### config.mk
export PLATFORM = sky130hd
export DESIGN_NAME = z_ordered_window_list
export DESIGN_NICKNAME = d
export VERILOG_FILES = /design/src/hdl/zowl_pkg.sv /design/src/hdl/zowl_cell.sv /design/src/hdl/z_ordered_window_list.sv
export SDC_FILE = /design/constraint.sdc
export NUM_CORES = 2
export LEC_CHECK = 0
export ABC_CLOCK_PERIOD_IN_PS = 6000
export BUFFER_PORTS_ARGS = -buffer_cell sky130_fd_sc_hd__buf_4
export CAP_MARGIN = 25
export CORE_MARGIN = 3
export CORE_UTILIZATION = 53
export CTS_CLUSTER_DIAMETER = 60
export DETAILED_ROUTE_END_ITERATION = 8
export PLACE_DENSITY = 0.69
export SLEW_MARGIN = 0
export SYNTH_ARGS = -nofsm -noshare
export SYNTH_HDL_FRONTEND = slang
export SYNTH_SLANG_ARGS = --single-unit
### constraint.sdc
create_clock -name clock -period 6 [get_ports clock]
set_clock_uncertainty 0.15 [all_clocks]
set_input_delay 0.9 -clock clock [delete_from_list [all_inputs] [get_ports clock]]
set_output_delay 0.9 -clock clock [all_outputs]
set_load 0.005 [all_outputs]
### src/hdl/zowl_pkg.sv
package zowl_pkg;

   localparam int LIST_DEPTH_DEF = 16;

   typedef enum logic [1:0] {
      MODE_INSERT = 2'd0,
      MODE_PUSH   = 2'd1,
      MODE_DETACH = 2'd2,
      MODE_READ   = 2'd3
   } mode_type;

   typedef enum logic [2:0] {
      ST_OK      = 3'd0,
      ST_FULL    = 3'd1,
      ST_MISSING = 3'd2,
      ST_DUP     = 3'd3,
      ST_EMPTY   = 3'd4
   } status_type;

   typedef struct packed {
      logic [7:0]  win_id;
      logic [15:0] z_value;
   } entry_type;

   typedef struct packed {
      mode_type    mode;
      logic [7:0]  win_id;
      logic [15:0] z_value;
      logic [3:0]  rank;
   } op_type;

   // Update strobes from the top level to every cell.
   typedef struct packed {
      logic ins;
      logic del;
   } ctl_type;

endpackage

### src/hdl/zowl_cell.sv
module zowl_cell
   import zowl_pkg::*;
#(
   parameter int LIST_DEPTH = LIST_DEPTH_DEF,
   parameter int INDEX      = 0
) (
   input  logic                              clock,
   input  logic [$clog2(LIST_DEPTH+1)-1:0]   count,
   input  op_type                            op,
   input  ctl_type                           ctl,
   input  entry_type                         above,
   input  entry_type                         below,
   input  logic                              match_seen_in,
   input  logic                              place_seen_in,
   output logic                              match_seen_out,
   output logic                              place_seen_out,
   output logic                              match_first,
   output logic                              place_first,
   output entry_type                         cur,
   output entry_type                         nxt
);

   localparam int CW = $clog2(LIST_DEPTH+1);
   localparam logic [CW-1:0] IDX = CW'(INDEX);

   entry_type ent_ff;
   entry_type ent_in;
   logic      occ;
   logic      id_eq;
   logic      place_cond;

   assign occ   = IDX < count;
   assign id_eq = occ && (ent_ff.win_id == op.win_id);

   always_comb begin
      unique case (op.mode)
         MODE_INSERT: place_cond = !occ || (ent_ff.z_value < op.z_value);
         MODE_PUSH:   place_cond = (INDEX == 0);
         MODE_DETACH: place_cond = id_eq;
         MODE_READ:   place_cond = (int'(op.rank) == INDEX);
         default:     place_cond = 1'b0;
      endcase
   end

   assign match_seen_out = match_seen_in | id_eq;
   assign match_first    = id_eq & !match_seen_in;
   assign place_seen_out = place_seen_in | place_cond;
   assign place_first    = place_cond & !place_seen_in;

   // On an insert every cell below the gap takes its upper neighbour's word;
   // on a detach every cell from the removed one down takes the lower word.
   always_comb begin
      ent_in = ent_ff;
      if (ctl.ins) begin
         if (place_seen_in) begin
            ent_in = above;
         end else if (place_cond) begin
            ent_in.win_id  = op.win_id;
            ent_in.z_value = op.z_value;
         end
      end else if (ctl.del) begin
         if (place_seen_out) begin
            ent_in = below;
         end
      end
   end

   always_ff @(posedge clock) begin
      if (ctl.ins || ctl.del) begin
         ent_ff <= ent_in;
      end
   end

   assign cur = ent_ff;
   assign nxt = ent_in;

endmodule

### src/hdl/z_ordered_window_list.sv
// Channel   Direction  Handshake               Word
// req       in         req_valid / req_stall   mode, win_id, z_value, rank
// rsp       out        rsp_valid / rsp_stall   status, position, entry_count,
//                                              top_id, read_id, read_z
//
// A word is accepted into a request register; the cell chain evaluates it and
// the result is registered and offered from the response registers. A new word
// can be accepted every cycle while the result is not stalled.
// The priority chains through the LIST_DEPTH cells set the evaluation path.
// Synchronous reset empties the list and clears both handshake registers.
// While the result is stalled one further word is held in the request register.
module z_ordered_window_list
   import zowl_pkg::*;
#(
   parameter int LIST_DEPTH = LIST_DEPTH_DEF
) (
   input  logic        clock,
   input  logic        reset,
   input  logic        req_valid,
   output logic        req_stall,
   input  logic [1:0]  req_mode,
   input  logic [7:0]  req_win_id,
   input  logic [15:0] req_z_value,
   input  logic [3:0]  req_rank,
   output logic        rsp_valid,
   input  logic        rsp_stall,
   output logic [2:0]  rsp_status,
   output logic [3:0]  rsp_position,
   output logic [4:0]  rsp_entry_count,
   output logic [7:0]  rsp_top_id,
   output logic [7:0]  rsp_read_id,
   output logic [15:0] rsp_read_z
);

   localparam int CW = $clog2(LIST_DEPTH+1);
   localparam int IW = $clog2(LIST_DEPTH);
   localparam logic [CW-1:0] FULL_COUNT = CW'(LIST_DEPTH);

   logic          req_full_ff;
   op_type        op_ff;
   logic [CW-1:0] count_ff;
   logic [CW-1:0] count_in;
   logic          rsp_valid_ff;
   status_type    status_ff;
   status_type    status_in;
   logic [3:0]    pos_ff;
   logic [3:0]    pos_in;
   logic [4:0]    ecount_ff;
   logic [7:0]    top_id_ff;
   logic [7:0]    top_id_in;
   logic [7:0]    read_id_ff;
   logic [7:0]    read_id_in;
   logic [15:0]   read_z_ff;
   logic [15:0]   read_z_in;
   logic          eval;
   ctl_type       ctl;

   logic [LIST_DEPTH:0]   match_seen;
   logic [LIST_DEPTH:0]   place_seen;
   logic [LIST_DEPTH-1:0] match_first;
   logic [LIST_DEPTH-1:0] place_first;
   entry_type             cur   [LIST_DEPTH];
   entry_type             nxt   [LIST_DEPTH];
   entry_type             above [LIST_DEPTH];
   entry_type             below [LIST_DEPTH];
   logic [IW-1:0]         match_pos;
   logic [IW-1:0]         place_pos;
   entry_type             read_ent;

   assign eval      = req_full_ff && (!rsp_valid_ff || !rsp_stall);
   assign req_stall = req_full_ff && !eval;

   assign match_seen[0] = 1'b0;
   assign place_seen[0] = 1'b0;

   for (genvar g = 0; g < LIST_DEPTH; g++) begin : g_cell
      if (g == 0) begin : g_head
         assign above[g] = cur[g];
      end else begin : g_body
         assign above[g] = cur[g-1];
      end
      if (g == LIST_DEPTH-1) begin : g_tail
         assign below[g] = cur[g];
      end else begin : g_inner
         assign below[g] = cur[g+1];
      end

      zowl_cell #(
         .LIST_DEPTH(LIST_DEPTH),
         .INDEX     (g)
      ) u_cell (
         .clock         (clock),
         .count         (count_ff),
         .op            (op_ff),
         .ctl           (ctl),
         .above         (above[g]),
         .below         (below[g]),
         .match_seen_in (match_seen[g]),
         .place_seen_in (place_seen[g]),
         .match_seen_out(match_seen[g+1]),
         .place_seen_out(place_seen[g+1]),
         .match_first   (match_first[g]),
         .place_first   (place_first[g]),
         .cur           (cur[g]),
         .nxt           (nxt[g])
      );
   end

   // At most one cell flags itself first in each chain, so the ranks and the
   // read word are plain OR reductions.
   always_comb begin
      match_pos = '0;
      place_pos = '0;
      read_ent  = '0;
      for (int i = 0; i < LIST_DEPTH; i++) begin
         if (match_first[i]) begin
            match_pos = match_pos | IW'(i);
         end
         if (place_first[i]) begin
            place_pos = place_pos | IW'(i);
            read_ent  = read_ent | cur[i];
         end
      end
   end

   always_comb begin
      status_in  = ST_OK;
      pos_in     = '0;
      count_in   = count_ff;
      ctl        = '0;
      read_id_in = '0;
      read_z_in  = '0;
      unique case (op_ff.mode)
         MODE_INSERT, MODE_PUSH: begin
            priority if (match_seen[LIST_DEPTH]) begin
               status_in = ST_DUP;
               pos_in    = 4'(match_pos);
            end else if (count_ff == FULL_COUNT) begin
               status_in = ST_FULL;
            end else begin
               ctl.ins  = eval;
               pos_in   = 4'(place_pos);
               count_in = count_ff + 1'b1;
            end
         end
         MODE_DETACH: begin
            if (match_seen[LIST_DEPTH]) begin
               ctl.del  = eval;
               pos_in   = 4'(match_pos);
               count_in = count_ff - 1'b1;
            end else begin
               status_in = ST_MISSING;
            end
         end
         MODE_READ: begin
            pos_in = op_ff.rank;
            if (int'(op_ff.rank) < int'(count_ff)) begin
               read_id_in = read_ent.win_id;
               read_z_in  = read_ent.z_value;
            end else begin
               status_in = ST_EMPTY;
            end
         end
         default: status_in = ST_OK;
      endcase
      top_id_in = (count_in != '0) ? nxt[0].win_id : 8'd0;
   end

   always_ff @(posedge clock) begin
      if (reset) begin
         req_full_ff  <= 1'b0;
         rsp_valid_ff <= 1'b0;
         count_ff     <= '0;
      end else begin
         if (req_valid && !req_stall) begin
            req_full_ff <= 1'b1;
         end else if (eval) begin
            req_full_ff <= 1'b0;
         end
         if (eval) begin
            rsp_valid_ff <= 1'b1;
            count_ff     <= count_in;
         end else if (!rsp_stall) begin
            rsp_valid_ff <= 1'b0;
         end
      end
   end

   always_ff @(posedge clock) begin
      if (req_valid && !req_stall) begin
         op_ff.mode    <= mode_type'(req_mode);
         op_ff.win_id  <= req_win_id;
         op_ff.z_value <= req_z_value;
         op_ff.rank    <= req_rank;
      end
      if (eval) begin
         status_ff  <= status_in;
         pos_ff     <= pos_in;
         ecount_ff  <= 5'(count_in);
         top_id_ff  <= top_id_in;
         read_id_ff <= read_id_in;
         read_z_ff  <= read_z_in;
      end
   end

   assign rsp_valid       = rsp_valid_ff;
   assign rsp_status      = status_ff;
   assign rsp_position    = pos_ff;
   assign rsp_entry_count = ecount_ff;
   assign rsp_top_id      = top_id_ff;
   assign rsp_read_id     = read_id_ff;
   assign rsp_read_z      = read_z_ff;

endmodule

======== After elaboration in Yosys (flattened, before gate mapping) ========
Cells that the tools add are included.
operators by class
  multiplexer cells ....................... 160
  reduce and logical (&&, ||, !) cells .... 125
  $add $sub $neg .......................... 2
  eq/ne operators ......................... 52
  bitwise logic cells ..................... 74
  order comparisons ....................... 33
operators by type and width
  kind                  count
  $mux W24              92
  $or A24 B24 Y24       15
  $lt A16 B16 Y1        16
  $eq A8 B8 Y1          16
  $mux W4               19
  $pmux W1 S4           16
  $reduce_and A4 Y1     15
  $logic_not A1 Y1      50
  $ne A3 B3 Y1 const B  14
  $lt A4 B5 Y1 const A  8
  $reduce_bool A2 Y1    17
  $eq A4 B4 Y1 const B  8
  $and A1 B1 Y1         30
  $or A1 B1 Y1          29
  $mux W3               9
  $lt A3 B5 Y1 const A  4
  $logic_and A1 B1 Y1   19
  $logic_or A1 B1 Y1    18
  $eq A4 B3 Y1 const B  4
  $mux W5               3
  $mux W1               12
  $mux W2               6
  $pmux W4 S3           1
  $lt A1 B5 Y1 const A  2
  19 further kinds      23
storage, ports and cells
  register bits after elaboration ......... 465
  output and inout bits ................... 46
  input bits .............................. 34
  logic and storage cells ................. 491

======== Logic depth before layout (Yosys ltp) ========
  depth after elaboration ................. 35
  depth in mapped cells ................... 15
  gate-level depth less buffers ........... 12

======== Cells and area by module ========
A second synthesis with hierarchy kept.
unflattened totals
  cells, all modules ...................... 5033
  area total of the unflattened synthesis .. 44503.9 µm²
modules (own cells, without submodules)
  module                         area each (µm²)  times used  cells each  sequential area each (µm²)
  z_ordered_window_list          5396.4           1           548         2362.3
  zowl_cell (g_cell[11].u_cell)  2682.6           1           293         720.7
  zowl_cell (g_cell[0].u_cell)   2596.2           1           300         720.7
  zowl_cell (g_cell[8].u_cell)   2541.2           1           274         720.7
  zowl_cell (g_cell[9].u_cell)   2527.4           1           307         720.7
  zowl_cell (g_cell[3].u_cell)   2524.9           1           274         720.7
  zowl_cell (g_cell[15].u_cell)  2509.9           1           295         720.7
  zowl_cell (g_cell[2].u_cell)   2491.1           1           277         720.7
  zowl_cell (g_cell[4].u_cell)   2441.1           1           280         720.7
  zowl_cell (g_cell[6].u_cell)   2431.1           1           278         720.7
  zowl_cell (g_cell[14].u_cell)  2429.8           1           278         720.7
  zowl_cell (g_cell[10].u_cell)  2353.5           1           287         720.7
  zowl_cell (g_cell[5].u_cell)   2349.8           1           290         720.7
  zowl_cell (g_cell[7].u_cell)   2324.7           1           264         720.7
  +3 rows                        -                -           -           -

======== Worst setup path after synthesis ========
OpenSTA, ideal clock, no wires.
  kind .................................... flip-flop to flip-flop
  start ................................... register op_ff[5] (netlist name)
  end ..................................... register g_cell[8].u_cell.ent_ff, in the netlist g_cell[8].u_cell.cur[0] (enable)
  path buffers ............................ 2
  setup time .............................. 0.413 ns
  cell stages (with the launch flop) ...... 13
  required time ........................... 5.437 ns
  slack ................................... 1.340 ns
  period minus slack after synthesis ...... 4.660 ns
  arrival time ............................ 4.097 ns
  path through ............................ edfxtp_1 -> inv_1 -> ha_1 -> a2111o_1 -> a311oi_1 -> a221oi_2 -> o2bb2ai_2 -> nor4_4 -> clkbuf_1 -> nand2_1 -> buf_2 -> inv_1 -> a21oi_1
between the ends
  word-level cells in the longest chain between the ends .. 13
  elaborated cells between the ends (all ways) .. 38
  those cells by class .................... order compare: 9; eq/ne: 1; mux: 9; bitwise: 8; reduce/logical: 11
ends and longest elaborated chain
  item                                    RTL line                     text
  start: declaration                      z_ordered_window_list.sv:40  op_type op_ff;
  $lt A16 B16 Y1                          zowl_cell.sv:37              MODE_INSERT: place_cond = !occ || (ent_ff.z_value < op.z_value);
  $logic_or A1 B1 Y1                      zowl_cell.sv:37
  $pmux W1 S4                             zowl_cell.sv:36              unique case (op.mode)
  $or A1 B1 Y1 (8 in series)              zowl_cell.sv:47              assign place_seen_out = place_seen_in | place_cond;
  $reduce_bool A2 Y1 (no source line)     -
  $reduce_and A4 Y1 (no source line) (*)  -
  end signal: assignment                  zowl_cell.sv:70              ent_ff <= ent_in;
  end: declaration                        zowl_cell.sv:26              entry_type ent_ff;
Mark *: on every way between the ends. The rest lies on a longest branch, timed or not.
A chain may end at the register's enable or synchronous reset.

======== Worst setup path after layout ========
  start ................................... register op_ff[13] (netlist name)
  end ..................................... register read_z_ff[5] (netlist: rsp_read_z[5]), data pin
between the ends
  word-level cells in the longest chain between the ends .. 34
  elaborated cells between the ends (all ways) .. 123
  those cells by class .................... order compare: 16; mux: 32; bitwise: 44; reduce/logical: 31
ends and longest elaborated chain
  item                                                     RTL line                                       text
  $lt A16 B16 Y1                                           zowl_cell.sv:37
  $logic_or A1 B1 Y1                                       zowl_cell.sv:37
  $pmux W1 S4                                              zowl_cell.sv:36
  $mux W24 / $logic_not A1 Y1 (equally long branches)      z_ordered_window_list.sv:119, zowl_cell.sv:48
  $or A24 B24 Y24 / $and A1 B1 Y1 (equally long branches)  z_ordered_window_list.sv:121, zowl_cell.sv:48
  $mux W24                                                 z_ordered_window_list.sv:119                   if (place_first[i]) begin
  $or A24 B24 Y24                                          z_ordered_window_list.sv:121                   read_ent = read_ent | cur[i];
  $mux W24                                                 z_ordered_window_list.sv:119
  [18 not listed]                                          -
  $or A24 B24 Y24                                          z_ordered_window_list.sv:121
  $mux W24                                                 z_ordered_window_list.sv:119
  $or A24 B24 Y24                                          z_ordered_window_list.sv:121
  $mux W24                                                 z_ordered_window_list.sv:119
  $or A24 B24 Y24                                          z_ordered_window_list.sv:121
  $mux W24                                                 z_ordered_window_list.sv:119
  $or A24 B24 Y24                                          z_ordered_window_list.sv:121
  $mux W24 (*)                                             z_ordered_window_list.sv:119
  end signal: assignment                                   z_ordered_window_list.sv:202                   read_z_ff <= read_z_in;
  end: declaration                                         z_ordered_window_list.sv:53                    logic [15:0] read_z_ff;
Marks and branches as above.

==> impl_metrics.json <==
{
  "status": "finished, violations left",
  "violations": "DRC",
  "synth_top_area_share_pct": 42.1,
  "syn_inst": 3329,
  "cts_root_buffer": "clkbuf_16",
  "async_flop_share_pct": 0,
  "tritoncts": "built",
  "critPathKind": "flop to flop",
  "setup_viol": 0,
  "cts_buffer_depth": 3,
  "ys_types": 90,
  "hp-class": "primary input to flop",
  "antennaDiodeCount": 0,
  "grt_pass1_wl_microns": 169000,
  "fin_setup_tns_ns": 0,
  "p_leak_nw": 14.0,
  "ys_ff_latch": 465,
  "slew_headroom_pct": 33.3,
  "fin_nets": 3634,
  "antenna_found_initial": 1,
  "port_buffers": 79,
  "synth_common_cells": "nand2_1, edfxtp_1, o21ai_0",
  "slew_viol_final": 0,
  "power_mw": 8.30,
  "path_max_fanout": 17,
  "core_sq_um": 60700,
  "htree_levels": 2,
  "netlist_area_sq_um": 32700,
  "cts_resized": 0,
  "synth_top_flop_cell": "edfxtp_1",
  "overflow": 0,
  "finalHoldViolations": 0,
  "synth_edf_count": 458,
  "wire_per_inst_microns": 26.8,
  "final_area_sq_um": 35900,
  "synth_most_common_cell": "nand2_1",
  "grt_start_max_net_pins": 146,
  "ir_drop_mv": 0.256,
  "worst_pin_slew_ns": 1.00,
  "post_cts_buffers": 0,
  "worstSkewPairLatency_ns": 0.63,
  "num_vias": 28259,
  "drt_first_iter_violations": 3482,
  "final_antenna_net_count": 0,
  "period_needed_ns": 5.55,
  "syn_area_per_cell_sq_um": 9.81,
  "max_freq_mhz": 180,
  "fillCellCount": 5194,
  "cts_hold_buf": 0,
  "drv_cap": 0,
  "grt_pass1_vias": 27908,
  "worstPathRequired_ns": 6.17,
  "ios": 80,
  "ys_seq_area_share_pct": 42.6,
  "hpwl_microns": 80600,
  "vias_per_cell": 6.76,
  "regArea_sq_um": 13900,
  "area_delta_synth_final_pct": 10.1,
  "synthesis.nets": 3610,
  "synth_top_cell_by_area": "edfxtp_1",
  "netlist_top_cells_area": "edfxtp_1, ha_1, mux2i_1",
  "cts.clk_slew.worst_paths_ns": 0.06,
  "cts_made_buffers": 56,
  "grt_usage_pct": 34.0,
  "cts.sinks": 465,
  "drt-pass1-iter-count": 8,
  "routabilityCongestion": 1.00,
  "place_area_sq_um": 34300,
  "period_share_pct": 92.5,
  "cp-end-kind": "flop",
  "die_h_microns": 254,
  "multi_input_area_sq_um": 17600,
  "start_kind": "flop",
  "drive_above_1_share_pct": 10.5,
  "drc": 1,
  "p_per_area_nw_per_um2": 231,
  "rows": 90,
  "totalWireLength_microns": 112000,
  "yosysWarnings": 0,
  "cp.arrival_ns": 5.72,
  "die_w_microns": 254,
  "rsz0062_at_grt": "false",
  "die-area_sq_um": 64600,
  "start_util_pct": 53.8
}
kinds of logic after synthesis:
family	count (synthesis)	share of synthesized area, %
buf+inv	274	3.77
mux	287	8.83
xor+xnor	133	3.59
flops	465	42.6
compound gates	994	19.1
fa+ha+maj	247	9.47
simple gates	929	12.7
area by class of cell:
class / instances / area share, %
sequential: 465 / 38.7
timing repair buffer: 206 / 4.61
clock buffer: 67 / 4.07
clock inverter: 35 / 0.529
multi-input combinational: 2590 / 49.1
tap: 782 / 2.72
inverter: 34 / 0.355
sequential cells by signal, summed over array words and instances, names as in the netlist:
register,flops
g_cell.u_cell.cur,384
op_ff,30
rsp_read_z,16
rsp_read_id,8
rsp_top_id,8
count_ff,5
rsp_entry_count,5
rsp_position,4
rsp_status,3
req_full_ff,1
rsp_valid,1
routing by layer:
metal | GRT usage (%) | routed length, microns | up-vias
li1 | - | - | 12574
met1 | 45.7 | 44300 | 13709
met2 | 55.3 | 51600 | 1633
met3 | 4.98 | 10700 | 341
met4 | 14.7 | 5260 | 2
met5 | 0 | 13 | -
cells in the final DEF, fill, tap and decap left out, drive strengths merged, types with 18 or more instances in the layout:
| master | count |
|---|---|
| nand2 | 503 |
| o21ai | 460 |
| edfxtp | 458 |
| mux2i | 278 |
| ha | 247 |
| buf | 206 |
| nor2 | 175 |
| a21oi | 161 |
| xnor2 | 84 |
| a22oi | 80 |
| clkbuf | 67 |
| a22o | 62 |
| nand4 | 55 |
| xor2 | 49 |
| nand3 | 41 |
| nor3 | 41 |
| inv | 35 |
| a31oi | 32 |
| clkinv | 31 |
| a21o | 30 |
| nand2b | 24 |
| a221o | 20 |
| a2111oi | 20 |
| nor4 | 20 |
| a221oi | 18 |
path summary, 6_finish.rpt:
check / startpoint / endpoint / slack (ns) / depth (start not counted)
max: op_ff[13] / rsp_read_z[5] / 0.45 / 15
min: req_win_id[3] / op_ff[23] / 0.30 / 1
max reg2reg: op_ff[13] / rsp_read_z[5] / 0.45 / 15
min reg2reg: req_full_ff / rsp_valid / 0.38 / 2
report_power, final:
part	switching [mW]	total, mW	internal [mW]
combinational	0.791	1.24	0.449
clock	1.44	3.20	1.76
sequential	0.151	3.86	3.71
total	2.38	8.30	5.92
critical path, cell delays in order, from the launching register on:
cell	delay, ns
edfxtp_1	0.73
inv_1	0.26
buf_4	0.29
ha_1	0.32
a21o_1	0.18
a21o_1	0.17
a21oi_1	0.28
o21ai_0	0.31
a21o_1	0.30
nand4_1	0.23
buf_4	0.32
nor2_1	0.07
buf_4	0.21
a221o_1	0.40
a2111oi_0	0.84
a31oi_1	0.16
stage by stage:
| stage | setup slack (ns) | util, % | std cells | hold slack (ns) |
|---|---|---|---|---|
| 6_report | 0.451 | 59.2 | 4179 | 0.297 |
| 3_3_place_gp | 0.634 | 56.4 | 4074 | 0.319 |
| 3_5_place_dp | 0.577 | 56.5 | 4077 | 0.372 |
| 4_1_cts | 0.550 | 59.2 | 4179 | 0.271 |
| 2_1_floorplan | 1.34 | - | 3329 | 0.301 |
| 5_1_grt | 0.277 | 59.2 | 4179 | 0.281 |
No activity file was read; power rests on OpenSTA's default activity.
